<file path="config.mk">
export PLATFORM = sky130hd
export DESIGN_NAME = magnetometer_average_heading
export DESIGN_NICKNAME = d
export VERILOG_FILES = /design/src/mah_pkg.sv /design/src/magnetometer_average_heading.sv
export SDC_FILE = /design/constraint.sdc
export NUM_CORES = 2
export LEC_CHECK = 0
export ABC_AREA = 1
export ABC_CLOCK_PERIOD_IN_PS = 7300
export BUFFER_PORTS_ARGS = -buffer_cell sky130_fd_sc_hd__buf_2
export CORE_ASPECT_RATIO = 2
export CORE_MARGIN = 2
export CORE_UTILIZATION = 57
export DETAILED_ROUTE_END_ITERATION = 12
export PLACE_DENSITY = 0.86
export RECOVER_POWER = 100
export REMOVE_ABC_BUFFERS = 1
export SLEW_MARGIN = 5
export SYNTH_ARGS = -nofsm -noshare
export SYNTH_HDL_FRONTEND = slang
export SYNTH_SLANG_ARGS = --single-unit
</file>
<file path="constraint.sdc">
create_clock -name clock -period 7.3 [get_ports clock]
set_input_delay 0 -clock clock [delete_from_list [all_inputs] [get_ports clock]]
set_output_delay 0 -clock clock [all_outputs]
set_load 0.01 [all_outputs]
</file>
<file path="src/mah_pkg.sv">
// ----------------------------------------------------------------------------
// mah_pkg
// Shared types, sizes and the arctangent table for the magnetometer window
// average and heading block.
// ----------------------------------------------------------------------------
package mah_pkg;

   // Window length of the sample ring (a power of two)
   localparam int RING_DEPTH   = 16;
   localparam int RING_AW      = $clog2(RING_DEPTH);
   localparam int CORDIC_STEPS = 16;
   localparam int STEP_W       = $clog2(CORDIC_STEPS);
   localparam int ATAN_IDX_W   = 5;

   // Assembled axis widths
   localparam int XY_W = 13;
   localparam int Z_W  = 15;
   localparam int RING_W = 2 * XY_W + Z_W;

   // Running sums grow by log2 of the window
   localparam int XS_W = XY_W + RING_AW;
   localparam int ZS_W = Z_W + RING_AW;

   // Result widths
   localparam int XA_W = 17;
   localparam int ZA_W = 19;
   localparam int HD_W = 15;

   // CORDIC datapath widths: vector in Q8 of the average, angle in Q30
   localparam int CV_W = 28;
   localparam int CA_W = 34;

   localparam logic signed [CA_W-1:0] HALF_PI_Q30 = 34'sd1686629713;
   localparam logic signed [CA_W-1:0] ROUND_BIAS  = 34'sd131072;
   localparam logic signed [15:0]     HEAD_MAX    = 16'sd12868;
   localparam logic signed [15:0]     HEAD_MIN    = -16'sd12868;

   localparam logic OP_SAMPLE = 1'b0;
   localparam logic OP_REPORT = 1'b1;

   typedef enum logic [2:0] {
      ST_IDLE,
      ST_SAMPLE,
      ST_PREP,
      ST_ITER,
      ST_DONE
   } state_type;

   // atan(2^-i) in radians times 2^30
   function automatic logic signed [CA_W-1:0] atan_q30(input logic [ATAN_IDX_W-1:0] idx);
      logic signed [CA_W-1:0] val;
      case (idx)
         5'd0:    val = 34'sd843314857;
         5'd1:    val = 34'sd497837829;
         5'd2:    val = 34'sd263043837;
         5'd3:    val = 34'sd133525159;
         5'd4:    val = 34'sd67021687;
         5'd5:    val = 34'sd33543516;
         5'd6:    val = 34'sd16775851;
         5'd7:    val = 34'sd8388437;
         5'd8:    val = 34'sd4194283;
         5'd9:    val = 34'sd2097149;
         5'd10:   val = 34'sd1048576;
         5'd11:   val = 34'sd524288;
         5'd12:   val = 34'sd262144;
         5'd13:   val = 34'sd131072;
         5'd14:   val = 34'sd65536;
         5'd15:   val = 34'sd32768;
         5'd16:   val = 34'sd16384;
         5'd17:   val = 34'sd8192;
         5'd18:   val = 34'sd4096;
         5'd19:   val = 34'sd2048;
         5'd20:   val = 34'sd1024;
         5'd21:   val = 34'sd512;
         5'd22:   val = 34'sd256;
         5'd23:   val = 34'sd128;
         default: val = '0;
      endcase
      return val;
   endfunction

endpackage

</file>
<file path="src/magnetometer_average_heading.sv">
// ----------------------------------------------------------------------------
// magnetometer_average_heading
// Sliding window average of three magnetometer axes with a CORDIC heading.
// ----------------------------------------------------------------------------
// A sample transaction (op 0) assembles signed x, y (13 bit) and z (15 bit)
// from the raw register bytes, replaces the oldest entry of a 16-deep ring
// memory and updates running sums; it reads the memory, then writes back,
// and returns nothing. A report transaction (op 1) returns the three window
// averages (4 fractional bits) and atan2(y_avg, x_avg) in radians times
// 4096; it runs a prepare state, the CORDIC steps and a done state, the
// one shared CORDIC vectoring stage doing one step per cycle. One transaction
// is in work at a time; a finished result waits in the output register
// while the next transaction is taken. The ring reads as zero after reset.
// ----------------------------------------------------------------------------
module magnetometer_average_heading (
   input  logic                              clock,
   input  logic                              reset,
   input  logic                              req_valid,
   output logic                              req_stall,
   input  logic                              req_op,
   input  logic [7:0]                        req_x_lsb,
   input  logic [7:0]                        req_x_msb,
   input  logic [7:0]                        req_y_lsb,
   input  logic [7:0]                        req_y_msb,
   input  logic [7:0]                        req_z_lsb,
   input  logic [7:0]                        req_z_msb,
   output logic                              rsp_valid,
   input  logic                              rsp_stall,
   output logic signed [mah_pkg::XA_W-1:0]   rsp_x_avg,
   output logic signed [mah_pkg::XA_W-1:0]   rsp_y_avg,
   output logic signed [mah_pkg::ZA_W-1:0]   rsp_z_avg,
   output logic signed [mah_pkg::HD_W-1:0]   rsp_heading
);

   localparam int XY_W = mah_pkg::XY_W;
   localparam int Z_W  = mah_pkg::Z_W;
   localparam int XS_W = mah_pkg::XS_W;
   localparam int ZS_W = mah_pkg::ZS_W;
   localparam int AW   = mah_pkg::RING_AW;
   localparam int CV_W = mah_pkg::CV_W;
   localparam int CA_W = mah_pkg::CA_W;

   mah_pkg::state_type state_ff, state_in;

   // control outputs of the sequencer
   logic req_take;
   logic ring_we;
   logic prep_en;
   logic iter_en;
   logic done_en;

   logic in_accept;
   logic rsp_free;

   // ring memory and its fill flags
   logic [mah_pkg::RING_W-1:0] ring_mem [mah_pkg::RING_DEPTH];
   logic [mah_pkg::RING_W-1:0] ring_rd_ff;
   logic [mah_pkg::RING_DEPTH-1:0] fill_ff, fill_in;
   logic                       old_fill_ff;
   logic [AW-1:0]              slot_ff, slot_in;

   logic signed [XY_W-1:0] smp_x_ff, smp_y_ff;
   logic signed [Z_W-1:0]  smp_z_ff;
   logic signed [XY_W-1:0] old_x, old_y;
   logic signed [Z_W-1:0]  old_z;

   logic signed [XS_W-1:0] x_sum_ff, x_sum_in, y_sum_ff, y_sum_in;
   logic signed [ZS_W-1:0] z_sum_ff, z_sum_in;

   // averages
   logic signed [XS_W+5:0] x_num, y_num;
   logic signed [ZS_W+5:0] z_num;
   logic signed [XS_W+5:0] x_shr, y_shr;
   logic signed [ZS_W+5:0] z_shr;
   logic signed [mah_pkg::XA_W-1:0] x_avg, y_avg;
   logic signed [mah_pkg::ZA_W-1:0] z_avg;
   logic signed [mah_pkg::XA_W-1:0] x_avg_ff, y_avg_ff;
   logic signed [mah_pkg::ZA_W-1:0] z_avg_ff;

   // CORDIC
   logic signed [CV_W-1:0] cx_ff, cx_in, cy_ff, cy_in;
   logic signed [CA_W-1:0] cz_ff, cz_in;
   logic signed [CV_W-1:0] px, py, dx, dy;
   logic [mah_pkg::STEP_W-1:0] step_ff, step_in;
   logic                   zero_ff, zero_in;
   logic signed [CA_W-1:0] z_round;
   logic signed [15:0]     head_full;
   logic signed [mah_pkg::HD_W-1:0] head_sat;

   logic rsp_valid_ff, rsp_valid_in;
   logic signed [mah_pkg::XA_W-1:0] rsp_x_ff, rsp_y_ff;
   logic signed [mah_pkg::ZA_W-1:0] rsp_z_ff;
   logic signed [mah_pkg::HD_W-1:0] rsp_h_ff;

   assign in_accept = req_valid && !req_stall;
   assign rsp_free  = !rsp_valid_ff || !rsp_stall;

   // ---------------------------------------------------------------- sequencer
   always_comb begin
      state_in = state_ff;
      case (state_ff)
         mah_pkg::ST_IDLE: begin
            if (req_valid) begin
               state_in = (req_op == mah_pkg::OP_REPORT) ? mah_pkg::ST_PREP
                                                         : mah_pkg::ST_SAMPLE;
            end
         end
         mah_pkg::ST_SAMPLE: state_in = mah_pkg::ST_IDLE;
         mah_pkg::ST_PREP:   state_in = mah_pkg::ST_ITER;
         mah_pkg::ST_ITER: begin
            if (step_ff == mah_pkg::STEP_W'(mah_pkg::CORDIC_STEPS - 1)) begin
               state_in = mah_pkg::ST_DONE;
            end
         end
         mah_pkg::ST_DONE: begin
            if (rsp_free) begin
               state_in = mah_pkg::ST_IDLE;
            end
         end
         default: state_in = mah_pkg::ST_IDLE;
      endcase
   end

   always_comb begin
      req_take = 1'b0;
      ring_we  = 1'b0;
      prep_en  = 1'b0;
      iter_en  = 1'b0;
      done_en  = 1'b0;
      case (state_ff)
         mah_pkg::ST_IDLE:   req_take = 1'b1;
         mah_pkg::ST_SAMPLE: ring_we  = 1'b1;
         mah_pkg::ST_PREP:   prep_en  = 1'b1;
         mah_pkg::ST_ITER:   iter_en  = 1'b1;
         mah_pkg::ST_DONE:   done_en  = rsp_free;
         default: ;
      endcase
   end

   assign req_stall = !req_take;

   always_ff @(posedge clock) begin
      if (reset) begin
         state_ff <= mah_pkg::ST_IDLE;
      end else begin
         state_ff <= state_in;
      end
   end

   // ---------------------------------------------------------------- ring
   always_ff @(posedge clock) begin
      if (ring_we) begin
         ring_mem[slot_ff] <= {smp_x_ff, smp_y_ff, smp_z_ff};
      end
      ring_rd_ff <= ring_mem[slot_ff];
   end

   // an entry never written counts as zero
   assign old_x = old_fill_ff ? ring_rd_ff[mah_pkg::RING_W-1 -: XY_W] : '0;
   assign old_y = old_fill_ff ? ring_rd_ff[Z_W+XY_W-1 -: XY_W] : '0;
   assign old_z = old_fill_ff ? ring_rd_ff[Z_W-1:0] : '0;

   always_comb begin
      fill_in  = fill_ff;
      slot_in  = slot_ff;
      x_sum_in = x_sum_ff;
      y_sum_in = y_sum_ff;
      z_sum_in = z_sum_ff;
      if (ring_we) begin
         fill_in[slot_ff] = 1'b1;
         slot_in = (slot_ff == AW'(mah_pkg::RING_DEPTH - 1)) ? '0 : slot_ff + 1'b1;
         x_sum_in = x_sum_ff + {{AW{smp_x_ff[XY_W-1]}}, smp_x_ff}
                             - {{AW{old_x[XY_W-1]}}, old_x};
         y_sum_in = y_sum_ff + {{AW{smp_y_ff[XY_W-1]}}, smp_y_ff}
                             - {{AW{old_y[XY_W-1]}}, old_y};
         z_sum_in = z_sum_ff + {{AW{smp_z_ff[Z_W-1]}}, smp_z_ff}
                             - {{AW{old_z[Z_W-1]}}, old_z};
      end
   end

   always_ff @(posedge clock) begin
      if (reset) begin
         fill_ff  <= '0;
         slot_ff  <= '0;
         x_sum_ff <= '0;
         y_sum_ff <= '0;
         z_sum_ff <= '0;
      end else begin
         fill_ff  <= fill_in;
         slot_ff  <= slot_in;
         x_sum_ff <= x_sum_in;
         y_sum_ff <= y_sum_in;
         z_sum_ff <= z_sum_in;
      end
   end

   // capture the sample and the fill flag of the slot being read
   always_ff @(posedge clock) begin
      if (in_accept) begin
         smp_x_ff    <= {req_x_msb, req_x_lsb[7:3]};
         smp_y_ff    <= {req_y_msb, req_y_lsb[7:3]};
         smp_z_ff    <= {req_z_msb, req_z_lsb[7:1]};
         old_fill_ff <= fill_ff[slot_ff];
      end
   end

   // ---------------------------------------------------------------- averages
   // round(sum * 16 / depth), ties upward
   always_comb begin
      x_num = {x_sum_ff[XS_W-1], x_sum_ff, 5'b0} + (XS_W+6)'(mah_pkg::RING_DEPTH);
      y_num = {y_sum_ff[XS_W-1], y_sum_ff, 5'b0} + (XS_W+6)'(mah_pkg::RING_DEPTH);
      z_num = {z_sum_ff[ZS_W-1], z_sum_ff, 5'b0} + (ZS_W+6)'(mah_pkg::RING_DEPTH);
      x_shr = x_num >>> (AW + 1);
      y_shr = y_num >>> (AW + 1);
      z_shr = z_num >>> (AW + 1);
      x_avg = x_shr[mah_pkg::XA_W-1:0];
      y_avg = y_shr[mah_pkg::XA_W-1:0];
      z_avg = z_shr[mah_pkg::ZA_W-1:0];
   end

   // ---------------------------------------------------------------- CORDIC
   assign px = {{(CV_W-mah_pkg::XA_W-8){x_avg[mah_pkg::XA_W-1]}}, x_avg, 8'b0};
   assign py = {{(CV_W-mah_pkg::XA_W-8){y_avg[mah_pkg::XA_W-1]}}, y_avg, 8'b0};
   assign dx = cy_ff >>> step_ff;
   assign dy = cx_ff >>> step_ff;

   always_comb begin
      cx_in   = cx_ff;
      cy_in   = cy_ff;
      cz_in   = cz_ff;
      step_in = step_ff;
      zero_in = zero_ff;
      if (prep_en) begin
         step_in = '0;
         zero_in = (x_avg == '0) && (y_avg == '0);
         cx_in   = px;
         cy_in   = py;
         cz_in   = '0;
         // pre-rotate left half-plane vectors by a quarter turn
         if (px[CV_W-1]) begin
            if (!py[CV_W-1]) begin
               cx_in = py;
               cy_in = -px;
               cz_in = mah_pkg::HALF_PI_Q30;
            end else begin
               cx_in = -py;
               cy_in = px;
               cz_in = -mah_pkg::HALF_PI_Q30;
            end
         end
      end else if (iter_en) begin
         step_in = step_ff + 1'b1;
         if (!cy_ff[CV_W-1]) begin
            cx_in = cx_ff + dx;
            cy_in = cy_ff - dy;
            cz_in = cz_ff + mah_pkg::atan_q30(mah_pkg::ATAN_IDX_W'(step_ff));
         end else begin
            cx_in = cx_ff - dx;
            cy_in = cy_ff + dy;
            cz_in = cz_ff - mah_pkg::atan_q30(mah_pkg::ATAN_IDX_W'(step_ff));
         end
      end
   end

   always_ff @(posedge clock) begin
      cx_ff   <= cx_in;
      cy_ff   <= cy_in;
      cz_ff   <= cz_in;
      zero_ff <= zero_in;
      if (prep_en) begin
         x_avg_ff <= x_avg;
         y_avg_ff <= y_avg;
         z_avg_ff <= z_avg;
      end
   end

   always_ff @(posedge clock) begin
      if (reset) begin
         step_ff <= '0;
      end else begin
         step_ff <= step_in;
      end
   end

   // round to 2^-12 rad and clamp
   always_comb begin
      z_round   = cz_ff + mah_pkg::ROUND_BIAS;
      head_full = z_round[CA_W-1:18];
      if (zero_ff) begin
         head_sat = '0;
      end else if (head_full > mah_pkg::HEAD_MAX) begin
         head_sat = mah_pkg::HEAD_MAX[mah_pkg::HD_W-1:0];
      end else if (head_full < mah_pkg::HEAD_MIN) begin
         head_sat = mah_pkg::HEAD_MIN[mah_pkg::HD_W-1:0];
      end else begin
         head_sat = head_full[mah_pkg::HD_W-1:0];
      end
   end

   // ---------------------------------------------------------------- output
   always_comb begin
      rsp_valid_in = rsp_valid_ff;
      if (done_en) begin
         rsp_valid_in = 1'b1;
      end else if (!rsp_stall) begin
         rsp_valid_in = 1'b0;
      end
   end

   always_ff @(posedge clock) begin
      if (reset) begin
         rsp_valid_ff <= 1'b0;
      end else begin
         rsp_valid_ff <= rsp_valid_in;
      end
   end

   always_ff @(posedge clock) begin
      if (done_en) begin
         rsp_x_ff <= x_avg_ff;
         rsp_y_ff <= y_avg_ff;
         rsp_z_ff <= z_avg_ff;
         rsp_h_ff <= head_sat;
      end
   end

   assign rsp_valid   = rsp_valid_ff;
   assign rsp_x_avg   = rsp_x_ff;
   assign rsp_y_avg   = rsp_y_ff;
   assign rsp_z_avg   = rsp_z_ff;
   assign rsp_heading = rsp_h_ff;

   // ---------------------------------------------------------------- checks
   a_sample_writes_back: assert property (@(posedge clock) disable iff (reset)
      (in_accept && req_op == mah_pkg::OP_SAMPLE) |=> ring_we)
      else $error("sample transaction not written back to the ring");

   a_slot_advances: assert property (@(posedge clock) disable iff (reset)
      ring_we |=> (slot_ff != $past(slot_ff)) && fill_ff[$past(slot_ff)])
      else $error("ring slot did not advance after a write");

   a_rsp_from_done: assert property (@(posedge clock) disable iff (reset)
      $rose(rsp_valid_ff) |-> $past(state_ff == mah_pkg::ST_DONE))
      else $error("result raised outside of the done state");

   a_rsp_held_in_done: assert property (@(posedge clock) disable iff (reset)
      (state_ff == mah_pkg::ST_DONE && !rsp_free) |=> state_ff == mah_pkg::ST_DONE)
      else $error("done state left while the result register was occupied");

endmodule
</file>
==> summary.md <==
| Metric | Value |
|---|---|
| Root cell of the clock tree | `clkbuf_16` |
| Yosys cell types | `59` |
| Syn-to-layout area delta | `9.69%` |
| Worst Hold Class | `input port to flip-flop` |
| Number of buffers added on ports | `115` |
| GRT Overall Usage | `31.3%` |
| Cells after Synth | `5,599` |
| Most frequent cells in the layout | `951 x nand2_1, 910 x edfxtp_1, 663 x nor2_1` |
| Finished Layout Cells | `6,985` |
| Post-synth EDFFs | `910` |
| Most common cell after layout, fill and taps aside | `nand2_1` |
| Final period util | `88.2%` |
| CP peak stage delay | `2.74 ns` |
| Slew Viols, Final | `704` |
| Drt via density | `6.18` |
| WL/cell | `22.2 µm` |
| CTS max path bufs | `3` |
| Core area | `93,500 µm²` |
| Setup ws final | `0.861 ns` |
| CTS tree | `done` |
| Worst-Skew Late Latency | `0.72 ns` |
| CTS Sinks | `1,060` |
| Area contributors post-synth | `edfxtp_1 51%, nand2_1 6.7%, dfxtp_1 5.6%` |
| Chip height | `438 µm` |
| Setup WS pre-CTS | `2.21 ns` |
| Dpl hpwl | `95.8 mm` |
| Violated checks | `capacitance limit, slew limit` |
| Skew final | `0.0521 ns` |
| Mapped Area | `53,600 µm²` |
| Top-area cell type share of the netlist area | `51.0%` |
| Vias in the first global route | `42,400` |
| Initial core utilization | `57.3%` |
| Status | `finished, violations left` |
| GPL Wtd Cong | `0.975` |
| Worst-margin pin slew | `3.74 ns` |
| Die area | `96,700 µm²` |
| Total CTS buffers | `88` |
| Flops & latches, synth | `1,060` |
| RSZ-0062 raised after global routing | `false` |
| Final setup vio count | `0` |
| Ys Warns | `0` |
| Clock transition at path regs | `0.07 ns` |
| Final setup TNS | `0 ns` |
| Seq/Total Area, Yosys | `56.6%` |
| Clock H-tree levels | `3` |
| Rel. slew slack | `-149%` |
| Final nets | `5,972` |
| Site Rows | `159` |
| Initial antenna violation count | `4` |
| Achievable Freq | `155 MHz` |
| CP startpoint kind | `flip-flop` |
| Fin crit period | `6.44 ns` |
| Crit Path Class | `flip-flop to flip-flop` |
| Cells after DPL | `6,737` |
| Routed vias | `43,200` |
| First-pass GRT wire length | `236 mm` |
| PostCTS Resize Cnt | `0` |
| Crit-path cells | `ha_1 -> nand2_1 -> nor2_1 -> clkbuf_2` |
| Final hold violation count | `0` |
| Critical path peak fanout | `90` |
| Worst path required time | `7.59 ns` |
| # DRC | `0` |
| Synth Flop Type | `edfxtp_1` |
| Drt pass-1 iters | `6` |
| ANT nets after route | `0` |
| # IOs | `123` |
| Final WL | `155 mm` |
| Fraction of layout cells with a size suffix above 1 | `5.45%` |
| Area leader, netlist | `edfxtp_1` |
| Crit. End Element | `flip-flop` |
| Syn_area_per_cell | `9.58 µm²` |
| Initial detailed-routing violation count | `5,947` |
| Max-Cap Viols | `18` |
| CP arrival | `6.73 ns` |
| CP max-delay cell | `dfxtp_1` |
| Fraction of registers with async set/reset | `0%` |
| Largest net degree at the start of global routing | `257` |
| Remaining Overflow, GRT | `0` |
| Die Wd | `221 µm` |
-- per-stage QoR --
stage               hold slack [ns]  util [%]  cell area, µm²
global route                 0.0257      62.9           58800
finish                       0.0260      62.9           58800
CTS                         0.00145      63.2           59100
floorplan                    0.0691         -           52600
global placement              0.177      59.1           55300
detailed placement            0.178      59.1           55300
-- worst paths after layout --
check,depth (start not counted),slack [ns],endpoint,from
max,4,0.86,ring_mem[6][35],slot_ff[1]
min,2,0.03,smp_y_ff[12],req_y_msb[7]
min reg2reg,0,0.41,rsp_x_avg[2],x_avg_ff[2]
max reg2reg,4,0.86,ring_mem[6][35],slot_ff[1]
-- cell usage after synthesis, types with 3 or more instances --
| master | instances |
|---|---|
| nand2_1 | 950 |
| edfxtp_1 | 910 |
| nor2_1 | 670 |
| o21ai_0 | 591 |
| inv_1 | 557 |
| nand3_1 | 322 |
| a21oi_1 | 291 |
| clkbuf_1 | 181 |
| o22ai_1 | 169 |
| ha_1 | 165 |
| dfxtp_1 | 150 |
| xor2_1 | 103 |
| nand4_1 | 81 |
| fa_1 | 53 |
| xnor2_1 | 52 |
| nor3_1 | 42 |
| nand2_2 | 24 |
| buf_2 | 22 |
| o21ai_1 | 18 |
| or2_2 | 18 |
| a31oi_1 | 17 |
| o211ai_1 | 17 |
| buf_1 | 16 |
| a21o_1 | 14 |
| o21bai_1 | 13 |
| nor2_2 | 12 |
| nor4_1 | 12 |
| o21a_1 | 11 |
| a21boi_0 | 10 |
| inv_2 | 10 |
| o21ai_2 | 10 |
| buf_6 | 9 |
| a221oi_1 | 8 |
| o221ai_1 | 8 |
| o31ai_1 | 8 |
| buf_4 | 7 |
| nand3_2 | 5 |
| a211oi_1 | 4 |
| a22oi_1 | 4 |
| clkinv_1 | 4 |
| nand3b_1 | 4 |
| and2_1 | 3 |
| and3_1 | 3 |
| nor2_4 | 3 |
-- sequential cells by signal (all words and copies together), names as in the netlist, 15 cells and up, named ones only --
name,count
cx_ff,28
cy_ff,28
cz_ff,34
fill_ff,16
ring_mem,656
ring_rd_ff,41
rsp_heading,15
rsp_x_avg,17
rsp_y_avg,17
rsp_z_avg,19
smp_z_ff,15
x_avg_ff,17
x_sum_ff,17
y_avg_ff,17
y_sum_ff,17
z_avg_ff,19
z_sum_ff,19
-- layer usage --
layer	share of wire (%)	routed length [µm]	track usage, %
met1	37	56700	40.5
met2	47	72600	51.0
met3	11	17500	5.08
met4	5.4	8370	16.5
met5	0.0077	12	0
-- critical path, delay by kind of cell (launching register included) --
family        cells  cell delay, ns
flops             1            2.74
simple gates      2            1.66
buf+inv           1            1.09
fa+ha+maj         1            0.49
-- layout make-up --
cell class	count	area, µm²
Fill cell	7079	34700
Sequential cell	1060	30300
Multi-Input combinational cell	3732	20200
Clock buffer	110	2400
Inverter	572	2160
Timing Repair Buffer	247	1620
Tap cell	1207	1510
Clock inverter	56	613
Antenna cell	1	2.50
-- cell families (layout without fill, tap and decap cells) --
logic type / count (synthesis) / in the layout / synth area share, %
simple gates: 2157 / 2157 / 16.9
compound gates: 1201 / 1201 / 12.3
flops: 1060 / 1060 / 56.6
buf+inv: 807 / 985 / 5.88
fa+ha+maj: 218 / 218 / 5.83
xor+xnor: 156 / 156 / 2.56
other cells: 0 / 1 / 0
-- what timing repair did --
action,CTS,global route
buffers inserted,0,0
hold endpoints to repair,105,0
hold buffers,81,0
Power is left out: the tool's default activity adds up to more than one toggle a clock period on the data nets, which glitch-free logic cannot reach.
